**config.mk**
```make
export PLATFORM = sky130hd
export DESIGN_NAME = linear_interp_stereo_resampler_unit
export DESIGN_NICKNAME = d
export VERILOG_FILES = /design/src/rtl/lisr_pkg.sv /design/src/rtl/linear_interp_stereo_resampler_unit.sv /design/src/rtl/lisr_mul.sv /design/src/rtl/lisr_sat.sv
export SDC_FILE = /design/constraint.sdc
export NUM_CORES = 1
export LEC_CHECK = 0
export BUFFER_PORTS_ARGS = -buffer_cell sky130_fd_sc_hd__clkbuf_2
export CAP_MARGIN = 20
export CELL_PAD_IN_SITES_DETAIL_PLACEMENT = 0
export CELL_PAD_IN_SITES_GLOBAL_PLACEMENT = 1
export CORE_MARGIN = 10
export CORE_UTILIZATION = 50
export DETAILED_ROUTE_END_ITERATION = 10
export PLACE_DENSITY = 0.91
export SLEW_MARGIN = 20
export SYNTH_ARGS = -nofsm -noshare
export SYNTH_HDL_FRONTEND = slang
export SYNTH_SLANG_ARGS = --single-unit
```
**constraint.sdc**
```tcl
create_clock -name clk -period 13.6 [get_ports clk]
set_input_delay 2.72 -clock clk [delete_from_list [all_inputs] [get_ports clk]]
set_output_delay 2.72 -clock clk [all_outputs]
set_load 0.02 [all_outputs]
```
**src/rtl/lisr_pkg.sv**
```systemverilog
// Shared constants for the linear interpolation stereo resampler.
`timescale 1ns / 1ps

package lisr_pkg;

    // Default parameter values
    localparam int SAMPLE_BITS_DEF = 16;
    localparam int MAX_OUTPUTS_DEF = 16;

    // Configuration register widths and port shape
    localparam int STEP_W     = 24;
    localparam int GAIN_W     = 16;
    localparam int CFG_IDX_W  = 2;
    localparam int CFG_DATA_W = 24;

    // Configuration register indexes
    localparam logic [CFG_IDX_W-1:0] CFG_STEP_RATIO = 2'd0;
    localparam logic [CFG_IDX_W-1:0] CFG_GAIN       = 2'd1;
    localparam logic [CFG_IDX_W-1:0] CFG_MONO       = 2'd2;

    // Configuration reset values
    localparam logic [STEP_W-1:0] STEP_RESET = 24'd65536;
    localparam logic [GAIN_W-1:0] GAIN_RESET = 16'd16384;

    // Source position, unsigned Q9.16
    localparam int POS_W  = 25;
    localparam int FRAC_W = 16;
    localparam logic [POS_W-1:0] POS_ONE = 25'h0010000;

    // Second operand of the shared multiplier: a zero-extended 16-bit value
    localparam int MUL_B_W = 17;

    // Final scaling: shift right by 30 with round half up
    localparam int RND_SHIFT = 30;

endpackage

```
**src/rtl/linear_interp_stereo_resampler_unit.sv**
```systemverilog
// Top level of the linear interpolation stereo resampler.
// A source frame is accepted only in the idle state; each result then runs the left and
// the right channel in turn through one shared multiplier, and the pair waits in the
// emit step until the output register can take it. No new frame is taken before the last
// result of the current one is handed on. Reset: configuration returns to its defaults,
// history frame and position clear, no clearing pass is needed.
`timescale 1ns / 1ps

module linear_interp_stereo_resampler_unit #(
    parameter int SAMPLE_BITS           = lisr_pkg::SAMPLE_BITS_DEF,
    parameter int MAX_OUTPUTS_PER_FRAME = lisr_pkg::MAX_OUTPUTS_DEF
) (
    input  logic                               clk,
    input  logic                               rst_n,

    // Configuration write port
    input  logic                               cfg_wr_en,
    input  logic [lisr_pkg::CFG_IDX_W-1:0]     cfg_index,
    input  logic [lisr_pkg::CFG_DATA_W-1:0]    cfg_data,

    // Source frame requests
    input  logic                               in_valid,
    output logic                               in_ready,
    input  logic signed [SAMPLE_BITS-1:0]      left_in,
    input  logic signed [SAMPLE_BITS-1:0]      right_in,
    input  logic                               restart,

    // Result requests
    output logic                               out_valid,
    input  logic                               out_ready,
    output logic signed [SAMPLE_BITS-1:0]      left_out,
    output logic signed [SAMPLE_BITS-1:0]      right_out,
    output logic                               last_of_run
);
    import lisr_pkg::*;

    // Multiplier operand A covers the sample difference, the high half of the
    // interpolated value and the zero-extended low half.
    localparam int A_W   = (SAMPLE_BITS + 2 > MUL_B_W) ? SAMPLE_BITS + 2 : MUL_B_W;
    localparam int P_W   = A_W + MUL_B_W;
    localparam int LIN_W = SAMPLE_BITS + 18;
    localparam int ACC_W = SAMPLE_BITS + 35;
    localparam int CNT_W = $clog2(MAX_OUTPUTS_PER_FRAME + 1);

    typedef enum logic [3:0] {
        ST_IDLE,   // wait for a source frame
        ST_CHECK,  // decide whether this frame yields any result
        ST_DIFF,   // multiply (cur - prev) by the position fraction
        ST_LIN,    // add prev * 2^16 to get the interpolated value
        ST_LO,     // multiply low half of interpolated value by gain
        ST_HI,     // multiply high half by gain, park low product
        ST_ACC,    // combine both products and the rounding bias
        ST_SAT,    // round, saturate, switch channel
        ST_EMIT    // hand the result pair to the output register
    } state_t;

    // Control state
    state_t                   state_reg, state_next;
    logic                     ch_reg, ch_next;
    logic [CNT_W-1:0]         cnt_reg, cnt_next;
    logic [POS_W-1:0]         position_reg, position_next;
    logic signed [SAMPLE_BITS-1:0] prev_l_reg, prev_l_next;
    logic signed [SAMPLE_BITS-1:0] prev_r_reg, prev_r_next;

    // Configuration
    logic [STEP_W-1:0]        step_reg, step_next;
    logic [GAIN_W-1:0]        gain_reg, gain_next;
    logic                     mono_reg, mono_next;

    // Output register
    logic                     out_valid_reg, out_valid_next;
    logic signed [SAMPLE_BITS-1:0] out_l_reg, out_l_next;
    logic signed [SAMPLE_BITS-1:0] out_r_reg, out_r_next;
    logic                     out_last_reg, out_last_next;

    // Datapath payload
    logic signed [SAMPLE_BITS-1:0] cur_l_reg, cur_r_reg;
    logic signed [SAMPLE_BITS-1:0] res_l_reg, res_r_reg;
    logic signed [LIN_W-1:0]  lin_reg;
    logic signed [ACC_W-1:0]  acc_reg;

    // Combinational helpers
    logic                     in_fire;
    logic                     out_load;
    logic [POS_W-1:0]         pos_adv;
    logic                     pos_ge_one;
    logic                     adv_ge_one;
    logic                     last_res;
    logic signed [SAMPLE_BITS-1:0] sel_prev, sel_cur;
    logic signed [SAMPLE_BITS:0]   diff;
    logic signed [SAMPLE_BITS+1:0] lin_hi;
    logic                     mul_en;
    logic signed [A_W-1:0]    mul_a;
    logic signed [MUL_B_W-1:0] mul_b;
    logic signed [P_W-1:0]    prod_reg;
    logic signed [SAMPLE_BITS-1:0] sat_sample;

    assign in_ready    = (state_reg == ST_IDLE);
    assign in_fire     = in_valid & in_ready;

    // In the emit step, load the output register whenever it is empty or being drained
    assign out_load    = (state_reg == ST_EMIT) && (!out_valid_reg || out_ready);

    assign out_valid   = out_valid_reg;
    assign left_out    = out_l_reg;
    assign right_out   = out_r_reg;
    assign last_of_run = out_last_reg;

    // Position after this result; wraps at 25 bits
    assign pos_adv    = position_reg + POS_W'(step_reg);
    assign pos_ge_one = |position_reg[POS_W-1:FRAC_W];
    assign adv_ge_one = |pos_adv[POS_W-1:FRAC_W];

    // The run ends when the position reaches one or the per-frame cap is hit
    assign last_res = adv_ge_one ||
                      (cnt_reg == CNT_W'(MAX_OUTPUTS_PER_FRAME - 1));

    // Channel select for the shared datapath
    assign sel_prev = ch_reg ? prev_r_reg : prev_l_reg;
    assign sel_cur  = ch_reg ? cur_r_reg  : cur_l_reg;
    assign diff     = (SAMPLE_BITS+1)'(sel_cur) - (SAMPLE_BITS+1)'(sel_prev);
    assign lin_hi   = lin_reg[LIN_W-1:FRAC_W];

    // Operand steering for the shared multiplier.
    // lin * gain is split as lin_hi * gain * 2^16 + lin_lo * gain so that
    // one narrow multiplier serves all three products.
    always_comb
    begin
        mul_en = 1'b0;
        mul_a  = '0;
        mul_b  = '0;
        case (state_reg)
            ST_DIFF:
            begin
                mul_en = 1'b1;
                mul_a  = A_W'(diff);
                mul_b  = {1'b0, position_reg[FRAC_W-1:0]};
            end
            ST_LO:
            begin
                mul_en = 1'b1;
                mul_a  = {{(A_W-FRAC_W){1'b0}}, lin_reg[FRAC_W-1:0]};
                mul_b  = {1'b0, gain_reg};
            end
            ST_HI:
            begin
                mul_en = 1'b1;
                mul_a  = A_W'(lin_hi);
                mul_b  = {1'b0, gain_reg};
            end
            default:
            begin
                mul_en = 1'b0;
            end
        endcase
    end

    lisr_mul #(
        .A_W   (A_W)
    ) u_mul (
        .clk   (clk),
        .en    (mul_en),
        .a     (mul_a),
        .b     (mul_b),
        .p_reg (prod_reg)
    );

    lisr_sat #(
        .SAMPLE_BITS (SAMPLE_BITS)
    ) u_sat (
        .acc    (acc_reg),
        .sample (sat_sample)
    );

    // Datapath registers, no reset needed
    always_ff @(posedge clk)
    begin
        if (in_fire)
        begin
            // Mono: right copies left
            cur_l_reg <= left_in;
            cur_r_reg <= mono_reg ? left_in : right_in;
        end
        if (state_reg == ST_LIN)
        begin
            lin_reg <= (LIN_W'(sel_prev) <<< FRAC_W) + LIN_W'(prod_reg);
        end
        if (state_reg == ST_HI)
        begin
            // prod_reg holds lin_lo * gain here
            acc_reg <= ACC_W'(prod_reg);
        end
        if (state_reg == ST_ACC)
        begin
            // prod_reg holds lin_hi * gain here; add half an LSB for rounding
            acc_reg <= acc_reg + (ACC_W'(prod_reg) <<< FRAC_W)
                       + (ACC_W'(1) << (RND_SHIFT - 1));
        end
        if ((state_reg == ST_SAT) && !ch_reg)
        begin
            res_l_reg <= sat_sample;
        end
        if ((state_reg == ST_SAT) && ch_reg)
        begin
            res_r_reg <= sat_sample;
        end
    end

    // Sequencer and control next-state logic
    always_comb
    begin
        state_next     = state_reg;
        ch_next        = ch_reg;
        cnt_next       = cnt_reg;
        position_next  = position_reg;
        prev_l_next    = prev_l_reg;
        prev_r_next    = prev_r_reg;
        step_next      = step_reg;
        gain_next      = gain_reg;
        mono_next      = mono_reg;
        out_l_next     = out_l_reg;
        out_r_next     = out_r_reg;
        out_last_next  = out_last_reg;
        out_valid_next = out_valid_reg;

        // Configuration writes; unknown indexes are dropped
        if (cfg_wr_en)
        begin
            case (cfg_index)
                CFG_STEP_RATIO: step_next = cfg_data[STEP_W-1:0];
                CFG_GAIN:       gain_next = cfg_data[GAIN_W-1:0];
                CFG_MONO:       mono_next = cfg_data[0];
                default:        ;
            endcase
        end

        // Output register: hold until taken
        if (out_load)
        begin
            out_valid_next = 1'b1;
        end
        else if (out_ready)
        begin
            out_valid_next = 1'b0;
        end

        case (state_reg)
            ST_IDLE:
            begin
                if (in_fire)
                begin
                    cnt_next   = '0;
                    ch_next    = 1'b0;
                    state_next = ST_CHECK;
                    if (restart)
                    begin
                        // Clear history before this frame is used
                        prev_l_next   = '0;
                        prev_r_next   = '0;
                        position_next = '0;
                    end
                end
            end
            ST_CHECK:
            begin
                if (!pos_ge_one)
                begin
                    state_next = ST_DIFF;
                end
                else
                begin
                    // No result for this frame: drop one source period and store it
                    position_next = position_reg - POS_ONE;
                    prev_l_next   = cur_l_reg;
                    prev_r_next   = cur_r_reg;
                    state_next    = ST_IDLE;
                end
            end
            ST_DIFF: state_next = ST_LIN;
            ST_LIN:  state_next = ST_LO;
            ST_LO:   state_next = ST_HI;
            ST_HI:   state_next = ST_ACC;
            ST_ACC:  state_next = ST_SAT;
            ST_SAT:
            begin
                if (!ch_reg)
                begin
                    ch_next    = 1'b1;
                    state_next = ST_DIFF;
                end
                else
                begin
                    ch_next    = 1'b0;
                    state_next = ST_EMIT;
                end
            end
            ST_EMIT:
            begin
                if (out_load)
                begin
                    out_l_next    = res_l_reg;
                    out_r_next    = res_r_reg;
                    out_last_next = last_res;
                    cnt_next      = cnt_reg + CNT_W'(1);
                    if (last_res)
                    begin
                        // End of run: drop one period, floor at zero, store frame
                        position_next = adv_ge_one ? (pos_adv - POS_ONE) : '0;
                        prev_l_next   = cur_l_reg;
                        prev_r_next   = cur_r_reg;
                        state_next    = ST_IDLE;
                    end
                    else
                    begin
                        position_next = pos_adv;
                        state_next    = ST_DIFF;
                    end
                end
            end
            default:
            begin
                state_next = ST_IDLE;
            end
        endcase
    end

    // State, history, configuration and registered outputs
    always_ff @(posedge clk or negedge rst_n)
    begin
        if (!rst_n)
        begin
            state_reg     <= ST_IDLE;
            ch_reg        <= 1'b0;
            cnt_reg       <= '0;
            position_reg  <= '0;
            prev_l_reg    <= '0;
            prev_r_reg    <= '0;
            step_reg      <= STEP_RESET;
            gain_reg      <= GAIN_RESET;
            mono_reg      <= 1'b0;
            out_valid_reg <= 1'b0;
            out_l_reg     <= '0;
            out_r_reg     <= '0;
            out_last_reg  <= 1'b0;
        end
        else
        begin
            state_reg     <= state_next;
            ch_reg        <= ch_next;
            cnt_reg       <= cnt_next;
            position_reg  <= position_next;
            prev_l_reg    <= prev_l_next;
            prev_r_reg    <= prev_r_next;
            step_reg      <= step_next;
            gain_reg      <= gain_next;
            mono_reg      <= mono_next;
            out_valid_reg <= out_valid_next;
            out_l_reg     <= out_l_next;
            out_r_reg     <= out_r_next;
            out_last_reg  <= out_last_next;
        end
    end

`ifndef ASSERT_OFF
    // Result count never passes the per-frame cap
    a_cnt_cap: assert property (@(posedge clk) disable iff (!rst_n)
        cnt_reg <= CNT_W'(MAX_OUTPUTS_PER_FRAME))
        else $error("result count exceeds per-frame cap");

    // A restart request clears position and history
    a_restart_clear: assert property (@(posedge clk) disable iff (!rst_n)
        (in_fire && restart) |=> (position_reg == '0) && (prev_l_reg == '0)
                                 && (prev_r_reg == '0))
        else $error("restart did not clear history");

    // A new result only appears out of the emit step
    a_emit_source: assert property (@(posedge clk) disable iff (!rst_n)
        $rose(out_valid_reg) |-> $past(state_reg == ST_EMIT))
        else $error("result valid raised outside emit");

    // The last result of a run frees the input side
    a_last_frees: assert property (@(posedge clk) disable iff (!rst_n)
        (out_load && last_res) |=> in_ready && out_last_reg)
        else $error("input not ready after last result");
`endif

endmodule

```
**src/rtl/lisr_mul.sv**
```systemverilog
// Shared signed multiplier with a registered product.
`timescale 1ns / 1ps

module lisr_mul #(
    parameter int A_W = 18
) (
    input  logic                                  clk,
    input  logic                                  en,
    input  logic signed [A_W-1:0]                 a,
    input  logic signed [lisr_pkg::MUL_B_W-1:0]   b,
    output logic signed [A_W+lisr_pkg::MUL_B_W-1:0] p_reg
);
    import lisr_pkg::*;

    always_ff @(posedge clk)
    begin
        if (en)
        begin
            p_reg <= a * b;
        end
    end

endmodule

```
**src/rtl/lisr_sat.sv**
```systemverilog
// Rounded right shift and saturation of the scaled accumulator to one sample.
`timescale 1ns / 1ps

module lisr_sat #(
    parameter int SAMPLE_BITS = lisr_pkg::SAMPLE_BITS_DEF
) (
    input  logic signed [SAMPLE_BITS+34:0]  acc,
    output logic signed [SAMPLE_BITS-1:0]   sample
);
    import lisr_pkg::*;

    localparam int ACC_W = SAMPLE_BITS + 35;
    localparam int Q_W   = ACC_W - RND_SHIFT;

    logic signed [Q_W-1:0] q;
    logic                  fits;

    // Bias is already in acc, so dropping the low bits rounds half up
    assign q    = acc[ACC_W-1:RND_SHIFT];
    assign fits = (q[Q_W-1:SAMPLE_BITS-1] == {(Q_W-SAMPLE_BITS+1){q[Q_W-1]}});

    always_comb
    begin
        if (fits)
        begin
            sample = q[SAMPLE_BITS-1:0];
        end
        else if (q[Q_W-1])
        begin
            sample = {1'b1, {(SAMPLE_BITS-1){1'b0}}};
        end
        else
        begin
            sample = {1'b0, {(SAMPLE_BITS-1){1'b1}}};
        end
    end

endmodule
```
==> summary.md <==
| Metric | Value |
|---|---|
| Status | `finished, final reports clean` |
| IO Port Bufs | `98` |
| Final Setup Violations | `0` |
| P_leak | `0.01461 uW` |
| Post_cts resized | `0` |
| P&R area growth vs syn | `9.370%` |
| Via density | `5.685` |
| Top post-synthesis cells by area | `fa_1 (21%), edfxtp_1 (18%), dfrtp_1 (12%), ha_1 (9.7%), inv_1 (5.7%)` |
| Io pins | `99` |
| DRC | `0` |
| HP Class | `reg -> reg` |
| Top-count cell post-synth | `inv_1` |
| Layout Utilization | `55.53%` |
| Syn avg cell area | `9.732 um2` |
| Die area | `66160 um2` |
| Routed WL | `73.96 mm` |
| Clk sink count | `310` |
| Min Tclk post-route | `10460 ps` |
| Critical Path AT | `10740 ps` |
| Max IR drop VDD | `0.1556 mV` |
| Root buf cell | `clkbuf_16` |
| Vias in the first global route | `21.99k` |
| Chip width | `257.2 um` |
| Drt wl/cell | `19.72 um` |
| Syn_nets | `3463` |
| CP endpoint kind | `flop` |
| Nets | `3548` |
| Layout Skew | `11.55 ps` |
| Total GRT Usage | `22.27%` |
| First-pass DRT Iterations | `6` |
| Post-synth top cells | `inv_1 (426), nand2_1 (417), fa_1 (291)` |
| Post-layout instance area | `30770 um2` |
| First-pass GRT wire length | `118.9 mm` |
| Final setup TNS | `0 ps` |
| Startpoint Class | `flop` |
| Cell Pwr Density | `261.9 nW/um2` |
| Core area | `55420 um2` |
| Worst Max-Slew Pin Slew | `1175 ps` |
| ANT cells | `0` |
| WP data required | `13880 ps` |
| MaxCap Viol Count | `0` |
| Final RePlAce weighted congestion | `0.9660` |
| Die Y | `257.2 um` |
| Max Clock Freq | `95.62 MHz` |
| WS Path Type | `reg -> reg` |
| CTS Buf Count | `34` |
| Total number of vias | `21.32k` |
| Sequential share of the synthesized area | `30.57%` |
| Num rows | `86` |
| Postcts setup bufs | `0` |
| Met3 routed WL | `4.378 mm` |
| Max FO, Critical Path | `14` |
| Post-synth top flop | `edfxtp_1` |
| Cells after DPL | `3687` |
| Cell area after synthesis | `28130 um2` |
| Hold Path Depth | `2` |
| Largest net degree at the start of global routing | `73` |
| Starting DRT DRC Count | `1797` |
| Yosys top cell by area | `fa_1` |
| Highest metal used | `met4` |
| M1 WL | `31.12 mm` |
| Worst-Skew Late Latency | `540 ps` |
| Fin crit share | `76.89%` |
| Share of the synthesized area in the top cell type | `20.71%` |
| CP dominant cell by count | `fa_1` |
| Post-synth cell types | `76` |
| Yosys Warn Count | `0` |
| Initial antenna violation count | `0` |
| Detail Route Antenna Nets | `0` |
| Asr flop ratio synth | `45.81%` |
| Initial core utilization | `50.77%` |
| HPWL Detailed | `57.93 mm` |
| Clk slew on worst S/H paths | `70 ps` |
| Met2 wire len | `36.00 mm` |
| Critical Path Slowest Stage Cell | `a211oi_1` |
| Overflow after GRT | `0` |
| Number of flops mapped to enable cells by yosys | `168` |
| RSZ-0062 raised after global routing | `false` |
| CTS Buffer Depth | `3` |
| Layout cells sized above 1 | `10.09%` |
| Post-Syn Instances | `2891` |
| Slew HR | `21.66%` |
| TritonCTS clock tree | `yes` |
| CP peak stage delay | `910 ps` |
| R2R depth | `34` |
| Final number of max-transition violations | `0` |
| Fin. Hold Viols | `0` |
| Post-route insts no fill | `3750` |
| #FFs+latches synth | `310` |
| CTS Hold Buffers Added | `0` |
| Placed Area | `29560 um2` |
| Clock H-tree levels | `2` |
-- layout make-up --
cell class	count	area [um2]
Clock buffer	42	900.9
Clock inverter	20	281.5
Fill cell	4814	24640
Inverter	426	1599
Multi-Input combinational cell	2066	17630
Sequential cell	310	8602
Tap cell	748	935.9
Timing Repair Buffer	138	817.0
-- through the flow --
stage | hold slack, ps | total power (uW) | worst slack, ps
2_1_floorplan | 414.6 | 5553 | 4139
3_3_place_gp | 422.2 | 6843 | 3491
3_5_place_dp | 425.0 | 7009 | 3333
4_1_cts | 435.3 | 8041 | 3245
5_1_grt | 454.6 | 8808 | 2545
6_report | 428.1 | 8058 | 3142
-- worst max-delay path, delay by kind of cell, from the launching register on --
family                     cells  cell delay, ps
buffers and inverters          4             200
adders and majority gates      9            4100
muxes                          1             410
AOI/OAI and AO/OA             15            4350
DFF                            1             530
and+or+nand+nor                4             450
xor gates and xnor gates       1             140
-- where the power goes --
group	switching [uW]	internal, uW	leakage, uW	total, uW
logic	3380	2030	0.0106	5410
clock network	412	577	0.000568	988
registers	226	1430	0.00344	1660
total	4020	4040	0.0146	8060
-- cell usage in the layout (no fill, tap or decap), types with 10 or more instances in the layout --
master and instances:
a211oi_1 15, a21o_1 64, a21oi_1 91, a22o_1 33, a22oi_1 29, and2_1 14
buf_4 39, clkbuf_16 34, clkbuf_2 97, dfrtp_1 139, edfxtp_1 168, fa_1 291
ha_1 217, inv_1 426, mux2_2 74, nand2_1 417, nand2b_1 23, nand3_1 27
nor2_1 240, nor2b_1 13, nor3_1 31, nor4_1 10, o21a_1 38, o21ai_0 120
o21ai_1 16, or2_2 10, or3_1 16, xnor2_1 78, xor2_1 37
-- per-layer routing --
layer	GRT usage, %	vias to the layer above
met2	37.47	726
met1	29.43	10673
met3	2.388	159
met5	0	-
li1	-	9762
met4	7.839	0
-- path summary, 6_finish.rpt --
| kind | start | end | slack, ps |
|---|---|---|---|
| max | ch_reg | u_mul.p_reg[34] | 3140 |
| min reg2reg | res_l_reg[4] | left_out[4] | 430 |
| max in group asynchronous | rst_n | position_reg[4] | 9970 |
| min | res_l_reg[4] | left_out[4] | 430 |
| min in group asynchronous | rst_n | left_out[14] | 2180 |
| max reg2reg | ch_reg | u_mul.p_reg[34] | 3140 |
-- logic make-up (layout without fill, tap and decap cells) --
kind of cell / count (synthesis) / in the layout / share of synthesized area (%)
flip-flops: 310 / 310 / 30.57
adder cells (fa/ha/maj): 514 / 514 / 30.57
multiplexers: 80 / 80 / 3.175
AND/OR/NAND/NOR: 848 / 848 / 12.93
XOR/XNOR: 115 / 115 / 3.580
AO/OA/AOI/OAI: 509 / 509 / 12.17
buffers and inverters: 515 / 626 / 7.009
(Power assumes the default switching activity.)
